File: config.mk
export PLATFORM = sky130hd
export DESIGN_NAME = bounded_list_deque_engine_core
export DESIGN_NICKNAME = d
export VERILOG_FILES = /design/src/rtl/bld_pkg.sv /design/src/rtl/bld_front.sv /design/src/rtl/bld_back.sv /design/src/rtl/bounded_list_deque_engine_core.sv
export SDC_FILE = /design/constraint.sdc
export NUM_CORES = 1
export LEC_CHECK = 0
export BUFFER_PORTS_ARGS = -buffer_cell sky130_fd_sc_hd__buf_2
export CAP_MARGIN = 40
export CORE_ASPECT_RATIO = 0.75
export CORE_UTILIZATION = 45
export CTS_CLUSTER_DIAMETER = 40
export DETAILED_ROUTE_END_ITERATION = 10
export PLACE_DENSITY = 0.65
export SYNTH_ARGS = -nofsm -noshare
export SYNTH_HDL_FRONTEND = slang
export SYNTH_HIERARCHICAL = 1
export SYNTH_SLANG_ARGS = --single-unit
export TNS_END_PERCENT = 20
File: constraint.sdc
create_clock -name clk -period 6.8 [get_ports clk]
set_input_delay 0 -clock clk [delete_from_list [all_inputs] [get_ports clk]]
set_output_delay 0 -clock clk [all_outputs]
set_load 0.05 [all_outputs]
File: src/rtl/bld_pkg.sv
package bld_pkg;

    typedef enum logic [3:0] {
        OP_ADD_FRONT = 4'd0,
        OP_ADD_BACK  = 4'd1,
        OP_DEL_FRONT = 4'd2,
        OP_DEL_BACK  = 4'd3,
        OP_CLEAR     = 4'd4,
        OP_DEL_VALUE = 4'd5,
        OP_READ_ALL  = 4'd6,
        OP_READ_HEAD = 4'd7,
        OP_READ_TAIL = 4'd8
    } opcode_t;

    localparam logic [1:0] ST_OK    = 2'd0;
    localparam logic [1:0] ST_FULL  = 2'd1;
    localparam logic [1:0] ST_EMPTY = 2'd2;

    // queued command between front and back
    typedef struct packed {
        opcode_t     op;
        logic [31:0] value;
        logic [4:0]  count;
    } cmd_t;

    // result item, tdata layout: value_res, has_value, status; tlast separate
    typedef struct packed {
        logic [1:0]  status;
        logic        has_value;
        logic [31:0] value_res;
    } res_t;

    typedef enum logic [1:0] {
        BK_IDLE,
        BK_READ,
        BK_COMPACT,
        BK_STATUS
    } bk_state_t;

endpackage

File: src/rtl/bld_front.sv
module bld_front (
    input  logic             clk,
    input  logic             rst_n,
    input  logic             item_valid,
    output logic             item_ready,
    input  logic [3:0]       item_opcode,
    input  logic [31:0]      item_value,
    input  logic [4:0]       item_count,
    output logic             cmd_valid,
    input  logic             cmd_ready,
    output bld_pkg::cmd_t    cmd
);
    import bld_pkg::*;

    localparam int QD = 2;

    cmd_t       buf_reg [QD];
    logic       wp_reg, wp_next, rp_reg, rp_next;
    logic [1:0] cnt_reg, cnt_next;
    logic       known;
    logic       push, pop;

    // drop codes that mean nothing: they have no result and no effect
    assign known      = (item_opcode <= OP_READ_TAIL);
    assign item_ready = (cnt_reg != 2'(QD));
    assign push       = item_valid && item_ready && known;
    assign pop        = cmd_valid && cmd_ready;
    assign cmd_valid  = (cnt_reg != 2'd0);
    assign cmd        = buf_reg[rp_reg];

    always_comb
    begin
        wp_next  = push ? ~wp_reg : wp_reg;
        rp_next  = pop ? ~rp_reg : rp_reg;
        cnt_next = cnt_reg + 2'(push) - 2'(pop);
    end

    always_ff @(posedge clk or negedge rst_n)
    begin
        if (!rst_n)
        begin
            wp_reg  <= 1'b0;
            rp_reg  <= 1'b0;
            cnt_reg <= 2'd0;
        end
        else
        begin
            wp_reg  <= wp_next;
            rp_reg  <= rp_next;
            cnt_reg <= cnt_next;
        end
    end

    // hold queued commands
    always_ff @(posedge clk)
    begin
        if (push)
            buf_reg[wp_reg] <= '{op: opcode_t'(item_opcode), value: item_value,
                                 count: item_count};
    end

`ifndef ASSERT_OFF
    a_no_overflow: assert property (@(posedge clk) disable iff (!rst_n)
        cnt_reg <= 2'(QD)) else $error("queue overflow");
    a_pop_valid: assert property (@(posedge clk) disable iff (!rst_n)
        (cnt_reg == 2'd0) |-> !pop) else $error("pop from empty queue");
    a_count_step: assert property (@(posedge clk) disable iff (!rst_n)
        (push && !pop) |=> (cnt_reg == $past(cnt_reg) + 2'd1)) else $error("count slip");
`endif
endmodule

File: src/rtl/bld_back.sv
module bld_back #(
    parameter int DEPTH = 16
) (
    input  logic             clk,
    input  logic             rst_n,
    input  logic             cmd_valid,
    output logic             cmd_ready,
    input  bld_pkg::cmd_t    cmd,
    output logic             res_valid,
    input  logic             res_ready,
    output bld_pkg::res_t    res_data,
    output logic             res_last
);
    import bld_pkg::*;

    localparam int AW = (DEPTH > 1) ? $clog2(DEPTH) : 1;
    localparam int CW = $clog2(DEPTH + 1);
    localparam logic [CW-1:0] DEPTH_C = CW'(DEPTH);

    logic [31:0] mem [DEPTH];

    bk_state_t     st_reg, st_next;
    logic [AW-1:0] head_reg, head_next;
    logic [CW-1:0] cnt_reg, cnt_next;
    logic [CW-1:0] i_reg, i_next;     // walk position
    logic [CW-1:0] n_reg, n_next;     // read length or compact source limit
    logic [CW-1:0] w_reg, w_next;     // compact write position
    logic [CW-1:0] s_reg, s_next;     // read start offset
    logic [31:0]   key_reg, key_next;

    res_t          ob_res_reg, ob_res_next;
    logic          ob_last_reg, ob_last_next;
    logic          ob_v_reg, ob_v_next;

    logic          mem_we;
    logic [AW-1:0] mem_wa;
    logic [31:0]   mem_wd;
    logic [AW-1:0] rd_slot;
    logic [31:0]   rd_data_reg;
    logic          ob_free;
    logic [CW-1:0] k_sat;

    function automatic logic [AW-1:0] slot(input logic [AW-1:0] h, input logic [CW-1:0] p);
        logic [CW:0] s;
        s = (CW+1)'(h) + (CW+1)'(p);
        if (s >= (CW+1)'(DEPTH))
            s = s - (CW+1)'(DEPTH);
        return s[AW-1:0];
    endfunction

    assign ob_free   = !ob_v_reg || res_ready;
    assign res_valid = ob_v_reg;
    assign res_data  = ob_res_reg;
    assign res_last  = ob_last_reg;
    assign cmd_ready = (st_reg == BK_IDLE) && ob_free;
    // fetch the entry the walk looks at next cycle
    assign rd_slot   = slot(head_reg, s_next + i_next);
    assign k_sat     = (32'(cmd.count) < 32'(cnt_reg)) ? CW'(cmd.count) : cnt_reg;

    always_comb
    begin
        st_next      = st_reg;
        head_next    = head_reg;
        cnt_next     = cnt_reg;
        i_next       = i_reg;
        n_next       = n_reg;
        w_next       = w_reg;
        s_next       = s_reg;
        key_next     = key_reg;
        ob_v_next    = ob_v_reg && !res_ready;
        ob_res_next  = ob_res_reg;
        ob_last_next = ob_last_reg;
        mem_we       = 1'b0;
        mem_wa       = '0;
        mem_wd       = cmd.value;
        case (st_reg)
            BK_IDLE:
            begin
                if (cmd_valid && ob_free)
                begin
                    ob_v_next    = 1'b1;
                    ob_last_next = 1'b1;
                    ob_res_next  = '{status: ST_OK, has_value: 1'b0, value_res: '0};
                    i_next       = '0;
                    s_next       = '0;
                    case (cmd.op)
                        OP_ADD_FRONT:
                        begin
                            if (cnt_reg >= DEPTH_C)
                                ob_res_next.status = ST_FULL;
                            else
                            begin
                                head_next = slot(head_reg, CW'(DEPTH - 1));
                                mem_we    = 1'b1;
                                mem_wa    = slot(head_reg, CW'(DEPTH - 1));
                                cnt_next  = cnt_reg + 1'b1;
                            end
                        end
                        OP_ADD_BACK:
                        begin
                            if (cnt_reg >= DEPTH_C)
                                ob_res_next.status = ST_FULL;
                            else
                            begin
                                mem_we   = 1'b1;
                                mem_wa   = slot(head_reg, cnt_reg);
                                cnt_next = cnt_reg + 1'b1;
                            end
                        end
                        OP_DEL_FRONT:
                        begin
                            if (cnt_reg == '0)
                                ob_res_next.status = ST_EMPTY;
                            else
                            begin
                                head_next = slot(head_reg, CW'(1));
                                cnt_next  = cnt_reg - 1'b1;
                            end
                        end
                        OP_DEL_BACK:
                        begin
                            if (cnt_reg == '0)
                                ob_res_next.status = ST_EMPTY;
                            else
                                cnt_next = cnt_reg - 1'b1;
                        end
                        OP_CLEAR:
                        begin
                            head_next = '0;
                            cnt_next  = '0;
                        end
                        OP_DEL_VALUE:
                        begin
                            if (cnt_reg == '0)
                                ob_res_next.status = ST_EMPTY;
                            else
                            begin
                                // walk and compact, status goes out at the end
                                ob_v_next = 1'b0;
                                key_next  = cmd.value;
                                n_next    = cnt_reg;
                                w_next    = '0;
                                st_next   = BK_COMPACT;
                            end
                        end
                        default:
                        begin
                            // read-outs
                            if (cmd.op == OP_READ_ALL)
                                n_next = cnt_reg;
                            else
                                n_next = k_sat;
                            if (cmd.op == OP_READ_TAIL)
                                s_next = cnt_reg - k_sat;
                            if (((cmd.op == OP_READ_ALL) ? cnt_reg : k_sat) == '0)
                                ob_res_next.status = ST_EMPTY;
                            else
                            begin
                                ob_v_next = 1'b0;
                                st_next   = BK_READ;
                            end
                        end
                    endcase
                end
            end
            BK_READ:
            begin
                // emit one entry per free output slot
                if (ob_free)
                begin
                    ob_v_next    = 1'b1;
                    ob_res_next  = '{status: ST_OK, has_value: 1'b1, value_res: rd_data_reg};
                    ob_last_next = (i_reg + 1'b1 == n_reg);
                    i_next       = i_reg + 1'b1;
                    if (i_reg + 1'b1 == n_reg)
                        st_next = BK_IDLE;
                end
            end
            BK_COMPACT:
            begin
                // move each kept entry down to the write position
                if (rd_data_reg != key_reg)
                begin
                    mem_we = 1'b1;
                    mem_wa = slot(head_reg, w_reg);
                    mem_wd = rd_data_reg;
                    w_next = w_reg + 1'b1;
                end
                i_next = i_reg + 1'b1;
                if (i_reg + 1'b1 == n_reg)
                begin
                    cnt_next = (rd_data_reg != key_reg) ? w_reg + 1'b1 : w_reg;
                    st_next  = BK_STATUS;
                end
            end
            BK_STATUS:
            begin
                if (ob_free)
                begin
                    ob_v_next    = 1'b1;
                    ob_last_next = 1'b1;
                    ob_res_next  = '{status: ST_OK, has_value: 1'b0, value_res: '0};
                    st_next      = BK_IDLE;
                end
            end
            default: st_next = BK_IDLE;
        endcase
    end

    always_ff @(posedge clk or negedge rst_n)
    begin
        if (!rst_n)
        begin
            st_reg   <= BK_IDLE;
            head_reg <= '0;
            cnt_reg  <= '0;
            ob_v_reg <= 1'b0;
            i_reg    <= '0;
            s_reg    <= '0;
        end
        else
        begin
            st_reg   <= st_next;
            head_reg <= head_next;
            cnt_reg  <= cnt_next;
            ob_v_reg <= ob_v_next;
            i_reg    <= i_next;
            s_reg    <= s_next;
        end
    end

    always_ff @(posedge clk)
    begin
        n_reg       <= n_next;
        w_reg       <= w_next;
        key_reg     <= key_next;
        ob_res_reg  <= ob_res_next;
        ob_last_reg <= ob_last_next;
    end

    // write the store and register one read a cycle
    always_ff @(posedge clk)
    begin
        if (mem_we)
            mem[mem_wa] <= mem_wd;
        rd_data_reg <= mem[rd_slot];
    end

`ifndef ASSERT_OFF
    a_cnt_range: assert property (@(posedge clk) disable iff (!rst_n)
        cnt_reg <= DEPTH_C) else $error("entry count beyond depth");
    a_idle_take: assert property (@(posedge clk) disable iff (!rst_n)
        (cmd_ready) |-> (st_reg == BK_IDLE)) else $error("command taken while busy");
    a_hold_out: assert property (@(posedge clk) disable iff (!rst_n)
        (ob_v_reg && !res_ready) |=> (ob_v_reg && $stable(ob_res_reg))) else $error("result lost");
`endif
endmodule

File: src/rtl/bounded_list_deque_engine_core.sv
// channel | dir | tdata (low bit up)                      | tuser | tlast
// s_axis  | in  | opcode[3:0] value[35:4] count[40:36]     | -     | -
// m_axis  | out | value_res[31:0] has_value[32] status[34:33]| -   | last
// A simple command's result is registered as the engine takes it from the queue;
// the engine takes one simple command per cycle while m_axis is ready.
// Delete-by-value walks and compacts every entry before its status goes out;
// a read-out gives one entry per cycle while m_axis is ready.
// A two-entry queue parts the input side from the list engine.
// rst_n clears head, count and the queue; the store is not cleared.
// A stalled m_axis holds the engine; s_axis keeps filling the queue.
module bounded_list_deque_engine_core #(
    parameter int DEPTH = 16
) (
    input  logic        clk,
    input  logic        rst_n,
    input  logic        s_axis_tvalid,
    output logic        s_axis_tready,
    input  logic [47:0] s_axis_tdata,   // opcode, value, count, zero fill
    output logic        m_axis_tvalid,
    input  logic        m_axis_tready,
    output logic [39:0] m_axis_tdata,   // value_res, has_value, status, zero fill
    output logic        m_axis_tlast
);
    import bld_pkg::*;

    logic cmd_valid, cmd_ready;
    cmd_t cmd;
    res_t res;

    bld_front u_front (
        .clk         (clk),
        .rst_n       (rst_n),
        .item_valid  (s_axis_tvalid),
        .item_ready  (s_axis_tready),
        .item_opcode (s_axis_tdata[3:0]),
        .item_value  (s_axis_tdata[35:4]),
        .item_count  (s_axis_tdata[40:36]),
        .cmd_valid   (cmd_valid),
        .cmd_ready   (cmd_ready),
        .cmd         (cmd)
    );

    bld_back #(.DEPTH(DEPTH)) u_back (
        .clk       (clk),
        .rst_n     (rst_n),
        .cmd_valid (cmd_valid),
        .cmd_ready (cmd_ready),
        .cmd       (cmd),
        .res_valid (m_axis_tvalid),
        .res_ready (m_axis_tready),
        .res_data  (res),
        .res_last  (m_axis_tlast)
    );

    assign m_axis_tdata = {5'd0, res};
endmodule

After elaboration in Yosys (flattened, before gate mapping)

Memories as Yosys holds them, arrays and structs flattened. A register that Yosys moved wholly into a read port is not among the register bits.
Cells that the tools add are included.

Add/subtract/negate cells: 18
$lt $le $gt $ge: 8
Eq/ne operators: 29
Mux-type cells: 74
Bitwise operators: 4
Reductions and logical operators: 30

Operators by type and width:

| cell                | number |
|---|---|
| $mux 35             | 3 |
| $pmux 35 s3         | 1 |
| $mux 5              | 17 |
| $mux 32             | 2 |
| $mux 4              | 11 |
| $ne 32x32->1        | 1 |
| $pmux 5 s2          | 3 |
| $pmux 5 s3          | 2 |
| $sub 4x1->4 const B | 5 |
| $add 4x5->6         | 3 |
| $ge 6x5->1 const B  | 3 |
| $mux 2              | 9 |
| $mux 1              | 16 |
| $ne 2x2->1 const B  | 8 |
| $pmux 4 s2          | 2 |
| $reduce_and 4->1    | 4 |
| $add 5x1->5 const B | 3 |
| $ge 5x5->1 const B  | 3 |
| $eq 4x3->1 const B  | 3 |
| $ne 3x3->1 const B  | 4 |
| $pmux 4 s3          | 1 |
| $logic_not 5->1     | 2 |
| $eq 4x2->1 const B  | 2 |
| $ne 2x1->1 const B  | 4 |
| other kinds (35)    | 51 |

Register bits: 104
Memory bits (writable): 594
Bits of input ports: 52
Output and inout bits: 43
Logic and storage cells: 181
Memories: 2

Memory list:

| name            | words | width | rd ports | clocked after memory_dff | write ports | line            | source |
|---|---|---|---|---|---|---|---|
| u_back.mem      | 16    | 32    | 1        | 1                        | 1           | bld_back.sv:20  | `logic [31:0] mem [DEPTH];` |
| u_front.buf_reg | 2     | 41    | 1        | 0                        | 1           | bld_front.sv:17 | `cmd_t buf_reg [QD];` |

Logic depth before layout (Yosys ltp)

An unclocked memory read counts as a cell.

Word-level depth: 12
Depth in mapped cells: 24
Depth with buffers taken out: 20

Hierarchy

The synthesis kept the hierarchy.

By module, submodules not included:

| module                         | times used | cells an instance | area an instance (sq um) | seq. area each (sq um) |
|---|---|---|---|---|
| bld_back                       | 1          | 1445              | 26102.5                  | 18883.1 |
| bld_front                      | 1          | 147               | 3345.7                   | 2562.5 |
| bounded_list_deque_engine_core | 1          | 6                 | 41.3                     | 0.0 |

Worst setup path after synthesis

Ideal clock, no wire load.

Kind: register to register
Start: register u_front.rp_reg
End: register u_back.rd_data_reg[10] (read register of u_back.mem)
Setup time: 122 ps
Data arrival time: 5408 ps
Path slack: 1270 ps
Cell stages (with the launch flop): 20
Buffers on the path: 4
Period minus slack after synthesis: 5530 ps
Path through: dfrtp_1 -> buf_6 -> buf_6 -> mux2_4 -> ha_1 -> a21o_1 -> a31oi_1 -> o21ai_1 -> mux2_2 -> ha_1 -> inv_1 -> fa_1 -> a22oi_1 -> fa_1 -> fa_1 -> clkbuf_1 -> clkbuf_1 -> mux4_2 -> and3_1 -> a311o_1

RTL lines:

| item                     | line            | source |
|---|---|---|
| start: declaration       | bld_front.sv:18 | `logic wp_reg, wp_next, rp_reg, rp_next;` |
| start signal: assignment | bld_front.sv:49 | `rp_reg <= rp_next;` |
| end: declaration         | bld_back.sv:39  | `logic [31:0] rd_data_reg;` |

==> metrics.md <==
| Metric | Value |
|---|---|
| Status | finished clean |
| Post-synthesis cell type count | 62 |
| Post-synth top flop | edfxtp_1 |
| Largest delay share family, worst path | adder cells |
| Placed Instances | roughly 2500 |
| Hold Slack | roughly 110 ps |
| Antenna diode instance count | 0 |
| DP HPWL | slightly below 40 mm |
| RePlAce Congestion | 0.866 |
| Largest family of logic cells by synthesized area | multiplexers |
| HP Class | primary input to register |
| Die height | around 220 microns |
| Max reg flops | 512 |
| Setup-failing EPs final | 0 |
| CTS tree | built |
| Crit-path max cell delay | around 830 ps |
| Post-synth top area share | approximately two thirds |
| Mean area per synthesized cell | around 18 sq um |
| RSZ-0062 raised after global routing | no |
| GR Overflow Total | 0 |
| Yosys reg bits | about 730 |
| IO buf count | a little over 80 |
| Total length of routed wires | 68.2 mm |
| Via-to-Cell Ratio | between 5 and 6 |
| Initial antenna violation count | 0 |
| Number of synthesized flops with an enable pin | about 670 |
| RR Startpoint | u_front/rp_reg |
| CP max FO | 75 |
| Cell area after synthesis | roughly 0.029 sq mm |
| Worst-Margin Slew | ~940 ps |
| WP data required | around 7300 ps |
| Starting density of the core | ~46% |
| CP Cell Sequence | buf_4 > mux2_4 > ha_1 > a31oi_1 > o21ai_1 > mux2_2 > ha_1 > inv_1 > fa_1 > a22oi_1 > fa_1 > fa_4 > buf_12 > mux4_2 > and3_1 > a311o_1 |
| Critical path class | register to register |
| Post-Synth XOR/XNOR Area | under 10% |
| R2r setup slk | 660 ps |
| Max Cap Viol | 0 |
| Share of cells above drive strength 1 | 26.9% |
| Vias in the first global route | around 15000 |
| Crit path to | u_back/rd_data_reg[19] |
| Synth area leaders | edfxtp_1 68%, mux4_2 9.8%, dfxtp_1 2.2% |
| Core area | about 0.064 sq mm |
| Post-synth top area cell | edfxtp_1 |
| Critical R2R Capture | u_back/rd_data_reg[19] |
| Clock Pin Slew Worst Setup and Hold Paths | approximately 60 ps |
| Tcrit/Tclk final | about nine tenths |
| Mapped Cells | 1598 |
| Simple-Gate Fraction of Synth Area | about 4.5% |
| Highest-delay cell along the critical path | fa_4 |
| Yosys warning count | 6 |
| Fmax | 0.163 GHz |
| Boundary Pins | 95 |
| Row cnt | 80 |
| Synth Area in Adders | 1.60% |
| Final cell count without fillers | 2700 |
| Arr. time, crit path | approximately 6600 ps |
| CTS max path bufs | 3 |
| Global-route wire length before repair | around 100 mm |
| Chip width | about 300 microns |
| 1st-pass router iterations | 5 |
| Clk_skew | a little under 20 ps |
| Critical path launch point type | register |
| Max-Slew Margin vs Limit | 37.6% |
| Final hold vios | 0 |
| Remaining DRCs | 0 |
| H-tree levels | 3 |
| R2R depth | 16 |
| GRT Resource Usage Total | between 20% and 30% |
| Commonest non-fill, non-tap cell in the layout | edfxtp_1 |
| CTS Root Cell | clkbuf_16 |
| Buffers & Inverters on Critical Path | 3 |
| CTS buffer count | between 70 and 80 |
| Crit path time final | ~6000 ps |
| Setup crit start | u_front/rp_reg |
| Compound-Gate Fraction of Synth Area | around 3.9% |
| Levels on crit path | 16 |
| Fin util | 53.6% |
| Mux cell area share after synthesis | around 14% |
| Most frequent cells in the layout | 672 x edfxtp_1, 128 x mux4_2, 89 x nand2_1 |
| Routed vias | approximately 16000 |
| Final #Nets | 1858 |
| CP Capture Type | register |
| DR WL/cell | between 20 and 30 microns |
| Full die area | ~0.067 sq mm |
| DR iter-0 viols | approximately 1600 |
| Area Overhead vs Synth | 16.7% |
| Post-route setup TNS | 0 ps |
| Final slew viol count | 0 |
| Clk sinks | 729 |
| Part of the Yosys area used for sequential elements | between 70% and 80% |
| Post-route ant nets | 0 |
| Post-synth ARST share | under 10% |
| Worst-Skew Late Latency | 620 ps |
| Pin count of the biggest net entering global routing | between 70 and 80 |
==> metrics by stage <==
| stage | setup WS, ps | instance area, sq um |
|---|---|---|
| after floorplan | 1270 | 29500 |
| after global placement | 711 | 31200 |
| after detailed placement | 716 | 31300 |
| after CTS | 702 | 34400 |
| after global routing | 313 | 34400 |
| final | 661 | 34400 |
==> per-layer routing <==
metal | wire length, microns | global-route usage [%] | vias to the layer above
met5 | 0 | 0 | -
met4 | 1060 | 4.82 | 0
met3 | 4580 | 3.42 | 83
met2 | 31900 | 32.3 | 587
met1 | 30700 | 31.0 | 8219
li1 | - | - | 6701
==> worst register-to-register path, delay by kind of cell, from the launching register on <==
kind / cells / cell delay, ps
AO/OA/AOI/OAI: 4 / 1150
buffers and inverters: 3 / 730
multiplexers: 3 / 1240
flip-flops: 1 / 460
adder cells (fa/ha/maj): 5 / 2260
AND/OR/NAND/NOR: 1 / 200
==> synth_stat cells, drive strengths merged, types with 30 or more instances <==
cell type and instances:
a21oi 68, a311o 32, and2 36, and3 35
buf 30, clkbuf 51, dfxtp 32, edfxtp 672
mux2 81, mux4 128, nand2 89, nor2 57
xor2 46
==> how the worst min path moves through the flow <==
stage	from	endpoint	slack, ps	depth (start not counted)
finish	s_axis_tdata[23]	u_front/buf_reg[1][24]	110	2
global route	s_axis_tdata[23]	u_front/buf_reg[0][24]	90	2
CTS	s_axis_tdata[39]	u_front/buf_reg[0][3]	70	2
detailed placement	rst_n	u_back/cnt_reg[2]	70	1
global placement	rst_n	u_back/cnt_reg[0]	70	1
floorplan	rst_n	async pin	-300	0
==> cell families after synthesis <==
group	after synthesis
DFF	729
and+or+nand+nor	274
muxes	214
AOI/OAI and AO/OA	170
buffers and inverters	108
xor gates and xnor gates	68
adders and majority gates	34
other	1
==> area by class of cell <==
type | instances | area, sq um
repair buffers | 170 | 1370
multi-input cells | 765 | 7800
fillers | 4972 | 29700
flip-flops and latches | 729 | 21400
clock inverters | 50 | 459
clock buffers | 98 | 2160
well taps | 861 | 1080
inverters | 27 | 101
==> repair_timing <==
item / CTS / global route
endpoints found under the hold margin: 111 / 0
resized for setup: 0 / 0
hold buffers: 46 / 0
buffers inserted: 0 / 0
Power is not shown: default switching activity piles up to over one toggle a cycle in this logic, so the estimate is an artifact.
